[config.mk]
export PLATFORM = sky130hd
export DESIGN_NAME = printable_string_run_finder_core
export DESIGN_NICKNAME = d
export VERILOG_FILES = /design/src/hdl/psrf_pkg.sv /design/src/hdl/psrf_front.sv /design/src/hdl/psrf_queue.sv /design/src/hdl/psrf_back.sv /design/src/hdl/printable_string_run_finder_core.sv
export SDC_FILE = /design/constraint.sdc
export NUM_CORES = 2
export LEC_CHECK = 0
export BUFFER_PORTS_ARGS = -buffer_cell sky130_fd_sc_hd__buf_2
export CAP_MARGIN = 20
export CORE_MARGIN = 5
export CORE_UTILIZATION = 55
export CTS_CLUSTER_DIAMETER = 60
export DETAILED_ROUTE_END_ITERATION = 16
export PLACE_DENSITY = 0.75
export REMOVE_ABC_BUFFERS = 1
export SYNTH_ARGS = -nofsm -noshare
export SYNTH_HDL_FRONTEND = slang
export SYNTH_SLANG_ARGS = --single-unit
[constraint.sdc]
create_clock -name i_clk -period 17.9 [get_ports i_clk]
set_clock_uncertainty 0.2 [all_clocks]
set_input_delay 1.79 -clock i_clk [delete_from_list [all_inputs] [get_ports i_clk]]
set_output_delay 1.79 -clock i_clk [all_outputs]
set_load 0.02 [all_outputs]
[src/hdl/psrf_pkg.sv]
// Shared types, constants and helpers of the printable string run finder.
// Used by psrf_front, psrf_queue, psrf_back and printable_string_run_finder_core.
// Depends on nothing.
package psrf_pkg;

    // Width of the running byte position (16..64).
    localparam int OFFSET_BITS = 32;
    localparam int OUT_OFF_W   = 32;
    localparam int COUNT_W     = 32;
    localparam int MINLEN_W    = 16;

    localparam logic [MINLEN_W-1:0] MIN_LEN_RESET = MINLEN_W'(4);
    localparam logic [COUNT_W-1:0]  COUNT_MAX     = '1;

    localparam logic [7:0] CHAR_LO = 8'h20;
    localparam logic [7:0] CHAR_HI = 8'h7E;
    localparam logic [7:0] NUL     = 8'h00;

    // Step records held between front and back.
    localparam int QUEUE_DEPTH = 4;
    localparam int QPTR_W      = $clog2(QUEUE_DEPTH);
    localparam int QCNT_W      = $clog2(QUEUE_DEPTH + 1);

    // Tracker slots, in emission order.
    localparam int NUM_TRACK   = 3;
    localparam int SLOT_ASCII  = 0;
    localparam int SLOT_UTF16  = 1;
    localparam int SLOT_UTF32  = 2;

    typedef enum logic [1:0] {
        KIND_PLAIN = 2'd0,
        KIND_CSTR  = 2'd1,
        KIND_UTF16 = 2'd2,
        KIND_UTF32 = 2'd3
    } t_kind;

    typedef struct packed {
        t_kind                kind;
        logic [COUNT_W-1:0]   length;
        logic [OUT_OFF_W-1:0] start;
    } t_result;

    // All results one input byte causes; hit marks the slots that carry one.
    typedef struct packed {
        logic [NUM_TRACK-1:0]  hit;
        t_result [NUM_TRACK-1:0] res;
    } t_step;

    typedef struct packed {
        logic full;
        logic empty;
    } t_q_status;

    function automatic logic is_print(input logic [7:0] b);
        return (b >= CHAR_LO) && (b <= CHAR_HI);
    endfunction

    function automatic logic [COUNT_W-1:0] sat_inc(input logic [COUNT_W-1:0] c);
        return (c == COUNT_MAX) ? c : c + COUNT_W'(1);
    endfunction

    function automatic logic [OUT_OFF_W-1:0] to_out_offset(input logic [OFFSET_BITS-1:0] p);
        logic [63:0] wide;
        wide = 64'(p);
        return wide[OUT_OFF_W-1:0];
    endfunction

endpackage

[src/hdl/psrf_front.sv]
// Front end: accepts bytes, runs the three run trackers, builds one step record.
// Holds the min_length register. Depends on psrf_pkg.
module psrf_front (
    input  logic                     i_clk,
    input  logic                     i_rst_n,
    input  logic                     i_fire,
    input  logic [7:0]               i_byte,
    input  logic                     i_eod,
    input  logic                     i_cfg_we,
    input  logic [psrf_pkg::MINLEN_W-1:0] i_cfg_data,
    output logic                     o_push,
    output psrf_pkg::t_step          o_step
);
    import psrf_pkg::*;

    logic [MINLEN_W-1:0]    r_min_len;
    logic [OFFSET_BITS-1:0] r_pos,      n_pos;
    logic [23:0]            r_recent,   n_recent;
    logic                   r_a_active, n_a_active;
    logic [OFFSET_BITS-1:0] r_a_start,  n_a_start;
    logic [COUNT_W-1:0]     r_a_count,  n_a_count;
    logic                   r_w_active, n_w_active;
    logic [OFFSET_BITS-1:0] r_w_start,  n_w_start;
    logic [COUNT_W-1:0]     r_w_count,  n_w_count;
    logic                   r_w_phase,  n_w_phase;
    logic                   r_q_active, n_q_active;
    logic [OFFSET_BITS-1:0] r_q_start,  n_q_start;
    logic [COUNT_W-1:0]     r_q_count,  n_q_count;
    logic [1:0]             r_q_phase,  n_q_phase;

    logic [7:0] b1, b2, b3;
    logic       ok16, ok32;
    t_step      step;

    function automatic logic long_enough(input logic [COUNT_W-1:0] c,
                                         input logic [MINLEN_W-1:0] m);
        return c >= COUNT_W'(m);
    endfunction

    always_comb begin
        b1   = r_recent[7:0];
        b2   = r_recent[15:8];
        b3   = r_recent[23:16];
        ok16 = is_print(b1) && (i_byte == NUL);
        ok32 = is_print(b3) && (b2 == NUL) && (b1 == NUL) && (i_byte == NUL);

        n_a_active = r_a_active; n_a_start = r_a_start; n_a_count = r_a_count;
        n_w_active = r_w_active; n_w_start = r_w_start; n_w_count = r_w_count;
        n_w_phase  = r_w_phase;
        n_q_active = r_q_active; n_q_start = r_q_start; n_q_count = r_q_count;
        n_q_phase  = r_q_phase;
        step       = '0;

        // single-byte tracker
        if (is_print(i_byte)) begin
            if (r_a_active) begin
                n_a_count = sat_inc(r_a_count);
            end else begin
                n_a_active = 1'b1;
                n_a_start  = r_pos;
                n_a_count  = COUNT_W'(1);
            end
        end else if (r_a_active) begin
            step.hit[SLOT_ASCII]        = long_enough(r_a_count, r_min_len);
            step.res[SLOT_ASCII].start  = to_out_offset(r_a_start);
            step.res[SLOT_ASCII].length = r_a_count;
            step.res[SLOT_ASCII].kind   = (i_byte == NUL) ? KIND_CSTR : KIND_PLAIN;
            n_a_active = 1'b0;
        end
        if (i_eod && n_a_active) begin
            step.hit[SLOT_ASCII]        = long_enough(n_a_count, r_min_len);
            step.res[SLOT_ASCII].start  = to_out_offset(n_a_start);
            step.res[SLOT_ASCII].length = n_a_count;
            step.res[SLOT_ASCII].kind   = KIND_PLAIN;
            n_a_active = 1'b0;
        end

        // UTF-16LE tracker: judge on the byte that completes a unit
        if (r_w_active) begin
            if (!r_w_phase) begin
                n_w_phase = 1'b1;
            end else if (ok16) begin
                n_w_count = sat_inc(r_w_count);
                n_w_phase = 1'b0;
            end else begin
                step.hit[SLOT_UTF16]        = long_enough(r_w_count, r_min_len);
                step.res[SLOT_UTF16].start  = to_out_offset(r_w_start);
                step.res[SLOT_UTF16].length = r_w_count;
                n_w_active = 1'b0;
                n_w_phase  = 1'b0;
            end
        end else if (ok16) begin
            n_w_active = 1'b1;
            n_w_start  = r_pos - OFFSET_BITS'(1);
            n_w_count  = COUNT_W'(1);
            n_w_phase  = 1'b0;
        end
        if (i_eod && n_w_active) begin
            step.hit[SLOT_UTF16]        = long_enough(n_w_count, r_min_len);
            step.res[SLOT_UTF16].start  = to_out_offset(n_w_start);
            step.res[SLOT_UTF16].length = n_w_count;
            n_w_active = 1'b0;
        end
        step.res[SLOT_UTF16].kind = KIND_UTF16;

        // UTF-32LE tracker
        if (r_q_active) begin
            if (r_q_phase != 2'd3) begin
                n_q_phase = r_q_phase + 2'd1;
            end else if (ok32) begin
                n_q_count = sat_inc(r_q_count);
                n_q_phase = 2'd0;
            end else begin
                step.hit[SLOT_UTF32]        = long_enough(r_q_count, r_min_len);
                step.res[SLOT_UTF32].start  = to_out_offset(r_q_start);
                step.res[SLOT_UTF32].length = r_q_count;
                n_q_active = 1'b0;
                n_q_phase  = 2'd0;
            end
        end else if (ok32) begin
            n_q_active = 1'b1;
            n_q_start  = r_pos - OFFSET_BITS'(3);
            n_q_count  = COUNT_W'(1);
            n_q_phase  = 2'd0;
        end
        if (i_eod && n_q_active) begin
            step.hit[SLOT_UTF32]        = long_enough(n_q_count, r_min_len);
            step.res[SLOT_UTF32].start  = to_out_offset(n_q_start);
            step.res[SLOT_UTF32].length = n_q_count;
            n_q_active = 1'b0;
        end
        step.res[SLOT_UTF32].kind = KIND_UTF32;

        // end of data restarts the offset and forgets history
        if (i_eod) begin
            n_pos     = '0;
            n_recent  = '0;
            n_w_phase = 1'b0;
            n_q_phase = 2'd0;
        end else begin
            n_pos     = r_pos + OFFSET_BITS'(1);
            n_recent  = {r_recent[15:0], i_byte};
        end
    end

    assign o_push = i_fire && (|step.hit);
    assign o_step = step;

    always_ff @(posedge i_clk) begin
        if (!i_rst_n) begin
            r_min_len  <= MIN_LEN_RESET;
            r_pos      <= '0;
            r_recent   <= '0;
            r_a_active <= 1'b0;
            r_a_start  <= '0;
            r_a_count  <= '0;
            r_w_active <= 1'b0;
            r_w_start  <= '0;
            r_w_count  <= '0;
            r_w_phase  <= 1'b0;
            r_q_active <= 1'b0;
            r_q_start  <= '0;
            r_q_count  <= '0;
            r_q_phase  <= 2'd0;
        end else begin
            if (i_cfg_we) begin
                r_min_len <= i_cfg_data;
            end
            if (i_fire) begin
                r_pos      <= n_pos;
                r_recent   <= n_recent;
                r_a_active <= n_a_active;
                r_a_start  <= n_a_start;
                r_a_count  <= n_a_count;
                r_w_active <= n_w_active;
                r_w_start  <= n_w_start;
                r_w_count  <= n_w_count;
                r_w_phase  <= n_w_phase;
                r_q_active <= n_q_active;
                r_q_start  <= n_q_start;
                r_q_count  <= n_q_count;
                r_q_phase  <= n_q_phase;
            end
        end
    end

endmodule

[src/hdl/psrf_queue.sv]
// Short FIFO of step records between the front and back ends.
// Depends on psrf_pkg.
module psrf_queue (
    input  logic                 i_clk,
    input  logic                 i_rst_n,
    input  logic                 i_push,
    input  psrf_pkg::t_step      i_step,
    input  logic                 i_pop,
    output psrf_pkg::t_step      o_head,
    output psrf_pkg::t_q_status  o_status
);
    import psrf_pkg::*;

    t_step             r_mem [QUEUE_DEPTH];
    logic [QPTR_W-1:0] r_wr_ptr;
    logic [QPTR_W-1:0] r_rd_ptr;
    logic [QCNT_W-1:0] r_count;

    assign o_head          = r_mem[r_rd_ptr];
    assign o_status.empty  = (r_count == '0);
    assign o_status.full   = (r_count == QCNT_W'(QUEUE_DEPTH));

    always_ff @(posedge i_clk) begin
        if (i_push) begin
            r_mem[r_wr_ptr] <= i_step;
        end
    end

    always_ff @(posedge i_clk) begin
        if (!i_rst_n) begin
            r_wr_ptr <= '0;
            r_rd_ptr <= '0;
            r_count  <= '0;
        end else begin
            if (i_push) begin
                r_wr_ptr <= r_wr_ptr + QPTR_W'(1);
            end
            if (i_pop) begin
                r_rd_ptr <= r_rd_ptr + QPTR_W'(1);
            end
            if (i_push && !i_pop) begin
                r_count <= r_count + QCNT_W'(1);
            end else if (i_pop && !i_push) begin
                r_count <= r_count - QCNT_W'(1);
            end
        end
    end

endmodule

[src/hdl/psrf_back.sv]
// Back end: drains step records one result per beat into the output register.
// Depends on psrf_pkg.
module psrf_back (
    input  logic                 i_clk,
    input  logic                 i_rst_n,
    input  psrf_pkg::t_step      i_head,
    input  psrf_pkg::t_q_status  i_status,
    output logic                 o_pop,
    output logic                 o_valid,
    input  logic                 i_ready,
    output psrf_pkg::t_result    o_result,
    output logic                 o_last
);
    import psrf_pkg::*;

    logic                 r_valid;
    t_result              r_result;
    logic                 r_last;
    logic [NUM_TRACK-1:0] r_served;

    logic [NUM_TRACK-1:0] remain;
    logic [NUM_TRACK-1:0] sel;
    logic                 more;
    logic                 load;
    t_result              pick;

    always_comb begin
        remain = i_head.hit & ~r_served;
        // lowest pending slot goes first
        sel    = remain & (~remain + NUM_TRACK'(1));
        more   = |(remain & ~sel);
        pick   = '0;
        for (int i = 0; i < NUM_TRACK; i++) begin
            if (sel[i]) begin
                pick = i_head.res[i];
            end
        end
        load   = !i_status.empty && (!r_valid || i_ready);
    end

    assign o_pop    = load && !more;
    assign o_valid  = r_valid;
    assign o_result = r_result;
    assign o_last   = r_last;

    always_ff @(posedge i_clk) begin
        if (load) begin
            r_result <= pick;
            r_last   <= !more;
        end
    end

    always_ff @(posedge i_clk) begin
        if (!i_rst_n) begin
            r_valid  <= 1'b0;
            r_served <= '0;
        end else begin
            if (load) begin
                r_valid  <= 1'b1;
                r_served <= more ? (r_served | sel) : '0;
            end else if (i_ready) begin
                r_valid  <= 1'b0;
            end
        end
    end

endmodule

[src/hdl/printable_string_run_finder_core.sv]
// Printable string run finder, top level: stream ports, front/queue/back wiring.
// Depends on psrf_pkg, psrf_front, psrf_queue and psrf_back.
//
// Scans a byte stream at one byte per clock and reports runs of printable
// ASCII (0x20..0x7E) found as plain bytes, as UTF-16LE units (char, 00) and
// as UTF-32LE units (char, 00, 00, 00). Each input beat carries one byte in
// tdata and the end-of-data mark in tlast; after a beat with tlast every open
// run closes and the byte offset restarts at zero. A run of at least
// min_length characters comes out as one beat with its start offset, length
// (saturating at 2^32-1) and kind; tlast marks the final result caused by a
// given input byte, and results of one byte leave in the order ASCII, UTF-16,
// UTF-32. A plain run that ends on a 0x00 byte is tagged NUL-terminated.
// Input bytes are taken at one per cycle; the output drains one result per
// cycle while m_axis tready is high, one beat per run that a byte closes. A
// four-entry queue of per-byte records sits between the trackers and the
// output register and absorbs bursts: input ready drops only when that
// queue is full. min_length resets to 4 and is written on the config
// channel, which is always ready; write it only while the block is idle.
module printable_string_run_finder_core (
    input  logic        i_clk,
    input  logic        i_rst_n,
    // input byte stream
    input  logic        i_s_axis_tvalid,
    output logic        o_s_axis_tready,
    input  logic [7:0]  i_s_axis_tdata,   // [7:0] data_byte
    input  logic        i_s_axis_tlast,   // end_of_data
    // result stream
    output logic        o_m_axis_tvalid,
    input  logic        i_m_axis_tready,
    output logic [71:0] o_m_axis_tdata,   // [31:0] start_offset, [63:32] run_length,
                                          // [65:64] run_kind, [71:66] zero
    output logic        o_m_axis_tlast,   // last_of_step
    // min_length write channel
    input  logic        i_cfg_valid,
    output logic        o_cfg_ready,
    input  logic [psrf_pkg::MINLEN_W-1:0] i_cfg_data
);
    import psrf_pkg::*;

    logic      s_fire;
    logic      push;
    logic      pop;
    t_step     front_step;
    t_step     head;
    t_q_status q_stat;
    t_result   result;

    // accept a byte whenever the queue has room for its record
    assign o_s_axis_tready = !q_stat.full;
    assign s_fire          = i_s_axis_tvalid && o_s_axis_tready;
    assign o_cfg_ready     = 1'b1;

    psrf_front u_front (
        .i_clk      (i_clk),
        .i_rst_n    (i_rst_n),
        .i_fire     (s_fire),
        .i_byte     (i_s_axis_tdata),
        .i_eod      (i_s_axis_tlast),
        .i_cfg_we   (i_cfg_valid),
        .i_cfg_data (i_cfg_data),
        .o_push     (push),
        .o_step     (front_step)
    );

    psrf_queue u_queue (
        .i_clk    (i_clk),
        .i_rst_n  (i_rst_n),
        .i_push   (push),
        .i_step   (front_step),
        .i_pop    (pop),
        .o_head   (head),
        .o_status (q_stat)
    );

    psrf_back u_back (
        .i_clk    (i_clk),
        .i_rst_n  (i_rst_n),
        .i_head   (head),
        .i_status (q_stat),
        .o_pop    (pop),
        .o_valid  (o_m_axis_tvalid),
        .i_ready  (i_m_axis_tready),
        .o_result (result),
        .o_last   (o_m_axis_tlast)
    );

    // pack result fields, lowest field first
    assign o_m_axis_tdata = {6'b0, result.kind, result.length, result.start};

`ifndef NO_ASSERTIONS
    // a record is never written into a full queue
    a_no_push_full: assert property (@(posedge i_clk) disable iff (!i_rst_n)
        push |-> !q_stat.full)
        else $error("record pushed into full queue");

    // an empty queue cannot be popped
    a_no_pop_empty: assert property (@(posedge i_clk) disable iff (!i_rst_n)
        pop |-> !q_stat.empty)
        else $error("pop from empty queue");

    // a new result appears only after a queued record was available
    a_valid_source: assert property (@(posedge i_clk) disable iff (!i_rst_n)
        $rose(o_m_axis_tvalid) |-> $past(!q_stat.empty))
        else $error("result appeared without a queued record");

    // every reported run has at least one character
    a_len_nonzero: assert property (@(posedge i_clk) disable iff (!i_rst_n)
        o_m_axis_tvalid |-> (result.length != '0))
        else $error("zero-length run reported");
`endif

endmodule
## Word-level counts from Yosys, hierarchy flattened

Memory sizes are Yosys's and may differ from the RTL's. A register that Yosys moved wholly into a read port is not among the register bits.
Index checks and enable logic that the tools add are counted.
W data, S select, Z words.

| storage, ports and cells | value |
|---|---|
| register bits after elaboration | 348 |
| bits in latches | 0 |
| bits in writable memories | 788 |
| ROM bits | 0 |
| input bits | 30 |
| output and inout port bits | 76 |
| word-level logic and storage cells | 169 |
| memories kept | 1 |

Memory list:

| name | words | width | rd ports | clocked after memory_dff | wr ports | line | text |
|---|---|---|---|---|---|---|---|
| u_queue.r_mem | 4 | 197 | 1 | 1 | 1 | psrf_queue.sv:14 | `t_step r_mem [QUEUE_DEPTH];` |

| operators by class | value |
|---|---|
| add/subtract/negate cells | 12 |
| multipliers | 0 |
| divide/modulo/power cells | 0 |
| magnitude comparators | 12 |
| equality and inequality tests | 5 |
| shifts and indexed selects | 0 |
| mux-type cells | 74 |
| bitwise gates (word level) | 7 |
| reduce and logical (&&, ||, !) cells | 35 |

Operators with widths:

| operator | number |
|---|---|
| $mux W32 | 20 |
| $mux W64 | 8 |
| $mux W66 | 6 |
| $ge A32 B16 Y1 | 6 |
| $add A32 B1 Y32 const B | 4 |
| $eq A32 B32 Y1 const B | 3 |
| $sub A32 B1 Y32 const B | 1 |
| $sub A32 B2 Y32 const B | 1 |
| $mux W1 | 30 |
| $ge A8 B6 Y1 const B | 3 |
| $le A8 B7 Y1 const B | 3 |
| $logic_not A8 Y1 | 3 |
| $mux W24 | 1 |
| $logic_and A1 B1 Y1 | 16 |
| $mux W2 | 6 |
| $and A3 B3 Y3 | 3 |
| $mux W3 | 3 |
| $not A3 Y3 | 3 |
| $add A2 B1 Y2 const B | 3 |
| $add A3 B1 Y3 const B | 2 |
| $logic_not A1 Y1 | 6 |
| $reduce_bool A3 Y1 | 2 |
| $reduce_or A3 Y1 | 2 |
| $reduce_and A2 Y1 | 2 |
| 7 further kinds | 8 |

## Logic depth before layout (Yosys ltp)

| depth | value |
|---|---|
| depth in word-level cells | 16 |
| mapped depth | 27 |
| gate-level depth less buffers | 25 |

## Hierarchy

Synthesis repeated with hierarchy kept, for this count alone.

| second synthesis, totals | value |
|---|---|
| cells, all modules | 4,007 |
| area total of the unflattened synthesis | 52,325.2 um^2 |

Modules (own cells, without submodules):

| module | times used | cells an instance | area each (um^2) | sequential area each (um^2) |
|---|---|---|---|---|
| psrf_queue | 1 | 1,093 | 29,660.9 | 24,323.3 |
| psrf_front | 1 | 2,657 | 19,187.2 | 5,405.2 |
| psrf_back | 1 | 246 | 3,407.0 | 2,092.0 |
| printable_string_run_finder_core | 1 | 11 | 70.1 | 0.0 |

## Worst setup path after synthesis

OpenSTA, ideal clock, no wires.

| timing | value |
|---|---|
| path kind | input port to flip-flop |
| from | input port i_s_axis_tdata[3] |
| to | memory u_queue.r_mem[0][0] (netlist bit), enable pin |
| arrival time | 10.114 ns |
| setup slack | 7.006 ns |
| cell stages on the path | 21 |
| cells stage by stage | nor4_4 > nand4b_4 > or3_1 > buf_2 > buf_6 > buf_2 > nor2_2 > mux2_2 > nand2_1 > o21ai_0 > ha_1 > nand2_1 > o21ai_0 > a31oi_1 > or4_1 > o21ai_0 > or4b_1 > nor4_2 > a32o_2 > a31oi_4 > and2_1 |

| between the ends | value |
|---|---|
| word-level cells in the longest chain between the ends | 11 |
| elaborated cells on any way between the ends | 42 |

Ends and longest elaborated chain:

| item | line | text |
|---|---|---|
| from (decl) | printable_string_run_finder_core.sv:25 | `input logic [7:0] i_s_axis_tdata,` |
| $logic_not A8 Y1 (*) | psrf_front.sv:45 | `ok32 = is_print(b3) && (b2 == NUL) && (b1 == NUL) && (i_byte == NUL);` |
| $logic_and A1 B1 Y1 (*) | psrf_front.sv:45 |  |
| $mux W32 | psrf_front.sv:110 | `end else if (ok32) begin` |
| $mux W32 | psrf_front.sv:108 | `if (r_q_phase != 2'd3) begin` |
| $mux W32 (*) | psrf_front.sv:107 | `if (r_q_active) begin` |
| net u_front.n_q_count[1] | psrf_front.sv:28 | `logic [COUNT_W-1:0] r_q_count, n_q_count;` |
| $ge A32 B16 Y1 (*) | psrf_front.sv:37 | `return c >= COUNT_W'(m);` |
| $mux W1 (*) | psrf_front.sv:126 | `if (i_eod && n_q_active) begin` |
| $reduce_or A3 Y1 (*) | psrf_front.sv:146 | `assign o_push = i_fire && (\|step.hit);` |
| $logic_and A1 B1 Y1 (*) | psrf_front.sv:146 |  |
| net push | printable_string_run_finder_core.sv:41 | `logic push;` |
| $mux W1 (*) | psrf_queue.sv:24 | `if (i_push) begin` |
| $mux W1 (not written as such) (*) | psrf_queue.sv:25 | `r_mem[r_wr_ptr] <= i_step;` |
| to (decl) | psrf_queue.sv:14 |  |

The timed path passes the listed nets; every way through them passes the cells marked *.

## Worst setup path after layout

| timing | value |
|---|---|
| from | input port i_s_axis_tdata[3] |
| to | memory u_queue.r_mem[3][42] (netlist bit), enable pin |

Same word-level chain as after synthesis.

==> results.py <==
metrics = {
    "detailed_routing": {
        "drtIter0Drc": 3979,
        "routed-via-count": 34400,
        "first_pass_iters": 6,
        "drc": 0,
        "avgRoutedWirePerCell_microns": 23.6,
        "wl_microns": 129000,
        "via_per_inst": 6.31,
        "postRouteAntennaNets": 0,
    },
    "logic_synthesis": {
        "ys_async_sr_fraction_pct": 0,
        "syn_area_sq_um": 51600,
        "synthDominantCellAreaShare_pct": 49.5,
        "synth_seq_cells": 1134,
        "synthCells": 4141,
        "yosys_warnings": 0,
        "yosysSeqAreaShare_pct": 60.5,
        "postSynthAreaPerCell_sq_um": 12.5,
        "ys_types": 92,
        "synthFlopType": "edfxtp_1",
        "synth_area_leader_cell": "edfxtp_1",
        "synth_edf_count": 851,
        "synth_area_leaders": "edfxtp_1 (50%), dfxtp_1 (11%), mux4_2 (8.5%)",
    },
    "final_layout": {
        "nets": 4231,
        "antennaDiodeCount": 0,
        "drive_gt1_share_pct": 13.8,
        "layout_common_cells": "edfxtp_1 (851), nor2_1 (443), nand2_1 (441), dfxtp_1 (281), a21oi_1 (215)",
        "mostFrequentLayoutCell": "edfxtp_1",
        "fillers": 7080,
        "fin_util_pct": 60.9,
        "finalInstanceArea_sq_um": 56800,
        "area_delta_synth_final_pct": 10.1,
    },
    "placement": {
        "gp_congestion": 0.941,
        "hpwl_microns": 79000,
        "port_buffers": 98,
        "dpl_cell_area_sq_um": 52900,
        "pre_cts_slack_ns": 7.91,
    },
    "pwr": {
        "p_comb_share_pct": 17.9,
        "power.share.sequential_pct": 45.9,
        "vdd_drop_max_uv": 93.7,
        "switchingPower_mw": 1.84,
        "p_clk_share_pct": 36.2,
        "netSwitchingFraction_pct": 27.8,
        "intPower_mw": 4.78,
        "cellLeakagePower_nw": 19.1,
        "cellPowerDensity_nw_per_um2": 117,
    },
    "clock_tree": {
        "cts-buffers-inserted": 116,
        "cts-resized-gates": 0,
        "cts_tree": "built",
        "clockBufferDepth": 3,
        "htreeDepth": 3,
        "cts_setup_buffers": 0,
        "cts_root_buf": "clkbuf_16",
        "clock_latency_ns": 0.70,
        "clk_pin_slew_ns": 0.06,
        "clock-sinks": 1134,
        "cts_hold_buf": 0,
    },
    "sta": {
        "relSlewSlack_pct": 27.3,
        "rsz0062_at_grt": "no",
        "max_freq_mhz": 108,
        "hold_viol": 0,
        "setup_viol": 0,
        "worst_pin_slew_ns": 1.09,
        "post-route-min-period_ns": 9.29,
        "drv_slew": 0,
        "setup_slack_ns": 8.61,
        "period_share_pct": 51.9,
        "setup_tns_ns": 0,
        "hold_slack_ns": 0.250,
    },
    "grt": {
        "grt.total_usage_pct": 25.5,
        "grt_pass1_vias": 33200,
        "antenna_found_initial": 1,
        "overflow": 0,
        "grt_max_degree": 153,
        "grt_first_pass_wirelength_microns": 199000,
    },
    "worst_setup_path": {
        "start_kind": "input pin",
        "cp-end-kind": "flip-flop",
        "crit_required_ns": 17.99,
        "crit_arrival_ns": 9.38,
        "path_class": "input pin to flip-flop",
        "cp_max_fo": 67,
    },
    "floorplanning": {
        "pin_count": 106,
        "die_area_sq_um": 100000,
        "die_w_microns": 316,
        "die_h_microns": 316,
        "start_util_pct": 55.4,
        "core.rowCount": 112,
        "core_area_sq_um": 93200,
    },
    "min_path": {
        "hold_path.class": "flip-flop to flip-flop",
    },
    "status": {
        "status": "finished clean",
    },
    "flow_run": {
        "cap_viol_max_count": 0,
    },
}
## layer usage
metal  part of all wire (%)  GRT usage, %
met1                     40          35.5
met5                  0.010             0
met3                    7.3          3.22
met4                    3.1          7.56
met2                     50          42.9
## synthesized netlist by cell type, drive strengths merged (17+ instances only)
| cell type | instances |
|---|---|
| nand2b | 17 |
| nand2 | 443 |
| inv | 48 |
| buf | 58 |
| a21oi | 217 |
| or3 | 38 |
| a21o | 24 |
| o31ai | 22 |
| a211oi | 48 |
| and2 | 27 |
| nor2b | 21 |
| xnor2 | 56 |
| ha | 107 |
| nor4 | 52 |
| nor3 | 74 |
| dfxtp | 283 |
| o21ai | 207 |
| nand3b | 31 |
| o21a | 22 |
| edfxtp | 851 |
| mux4 | 195 |
| clkbuf | 263 |
| and4 | 17 |
| and3 | 38 |
| mux2i | 37 |
| xor2 | 71 |
| nor2 | 453 |
| nand3 | 79 |
| a221oi | 66 |
| nand4 | 70 |
| a22o | 88 |
## kinds of logic (layout without fill, tap and decap cells)
logic type	count (synthesis)	in the layout	synth area share (%)
buffers and inverters	369	419	2.82
flip-flops	1134	1134	60.5
adder cells (fa/ha/maj)	108	108	2.63
multiplexers	239	239	9.38
XOR/XNOR	127	127	2.16
AND/OR/NAND/NOR	1391	1391	12.7
AO/OA/AOI/OAI	771	771	9.78
other	2	7	0.0146
## registers in the layout, indices dropped and copies added (netlist names), 32 cells and up, named ones only
signal,cells
u_front.r_pos,32
u_front.r_a_count,32
u_front.r_a_start,32
u_front.r_q_count,32
u_front.r_w_start,32
u_back.o_result,66
u_queue.r_mem,784
u_front.r_w_count,32
u_front.r_q_start,32
## through the flow
step | power (mW) | instances
floorplan | 4.00 | 3825
global placement | 4.28 | 5228
detailed placement | 4.29 | 5228
CTS | 6.67 | 5449
global route | 6.88 | 5450
finish | 6.62 | 5450
## worst max-delay path, stage by stage
cell and delay (ns):
buf_2 0.12, nor4_4 0.34, nand4b_4 0.26, or3_1 0.43
buf_4 0.23, or4_1 0.68, nor2b_2 0.26, nand2_1 0.09
xor2_1 0.13, nor2_1 0.08, ha_1 0.36, nand4_1 0.14
or4_1 0.51, o21ai_0 0.12, or4b_1 0.20, nor4_2 0.04
a32o_2 0.28, a31oi_4 0.29, and2_4 0.58, buf_4 0.66
buf_4 0.73, buf_4 0.87
## layout make-up
cell class	instances	area (sq um)	share of cell area, %
clock inverter	61	672	1.18
multi-input combinational	2643	19000	33.5
sequential	1134	31200	55.0
timing repair buffer	150	913	1.61
inverter	48	188	0.330
tap	1254	1570	2.76
clock buffer	160	3180	5.60
## power groups by stage
stage          combinational (mW)  sequential [mW]  clock (mW)
2_1_floorplan               0.735             3.26           0
3_3_place_gp                 1.18             3.10           0
3_5_place_dp                 1.19             3.10           0
4_1_cts                      1.20             3.04        2.43
5_1_grt                      1.28             3.06        2.55
6_report                     1.18             3.04        2.39
## worst paths after layout
check | start | endpoint | slack, ns | cells past startpoint
worst min-delay path | u_front.r_recent[19]$_SDFFE_PN0P_ | u_front.r_recent[19]$_SDFFE_PN0P_ | 0.25 | 2
worst max register to register | u_front.r_recent[5]$_SDFFE_PN0P_ | u_queue.r_mem[3][42]$_DFFE_PP_ | 9.45 | 21
worst max-delay path | i_s_axis_tdata[3] | u_queue.r_mem[3][42]$_DFFE_PP_ | 8.61 | 22
worst min register to register | u_front.r_recent[19]$_SDFFE_PN0P_ | u_front.r_recent[19]$_SDFFE_PN0P_ | 0.25 | 2
(Power assumes the default switching activity.)
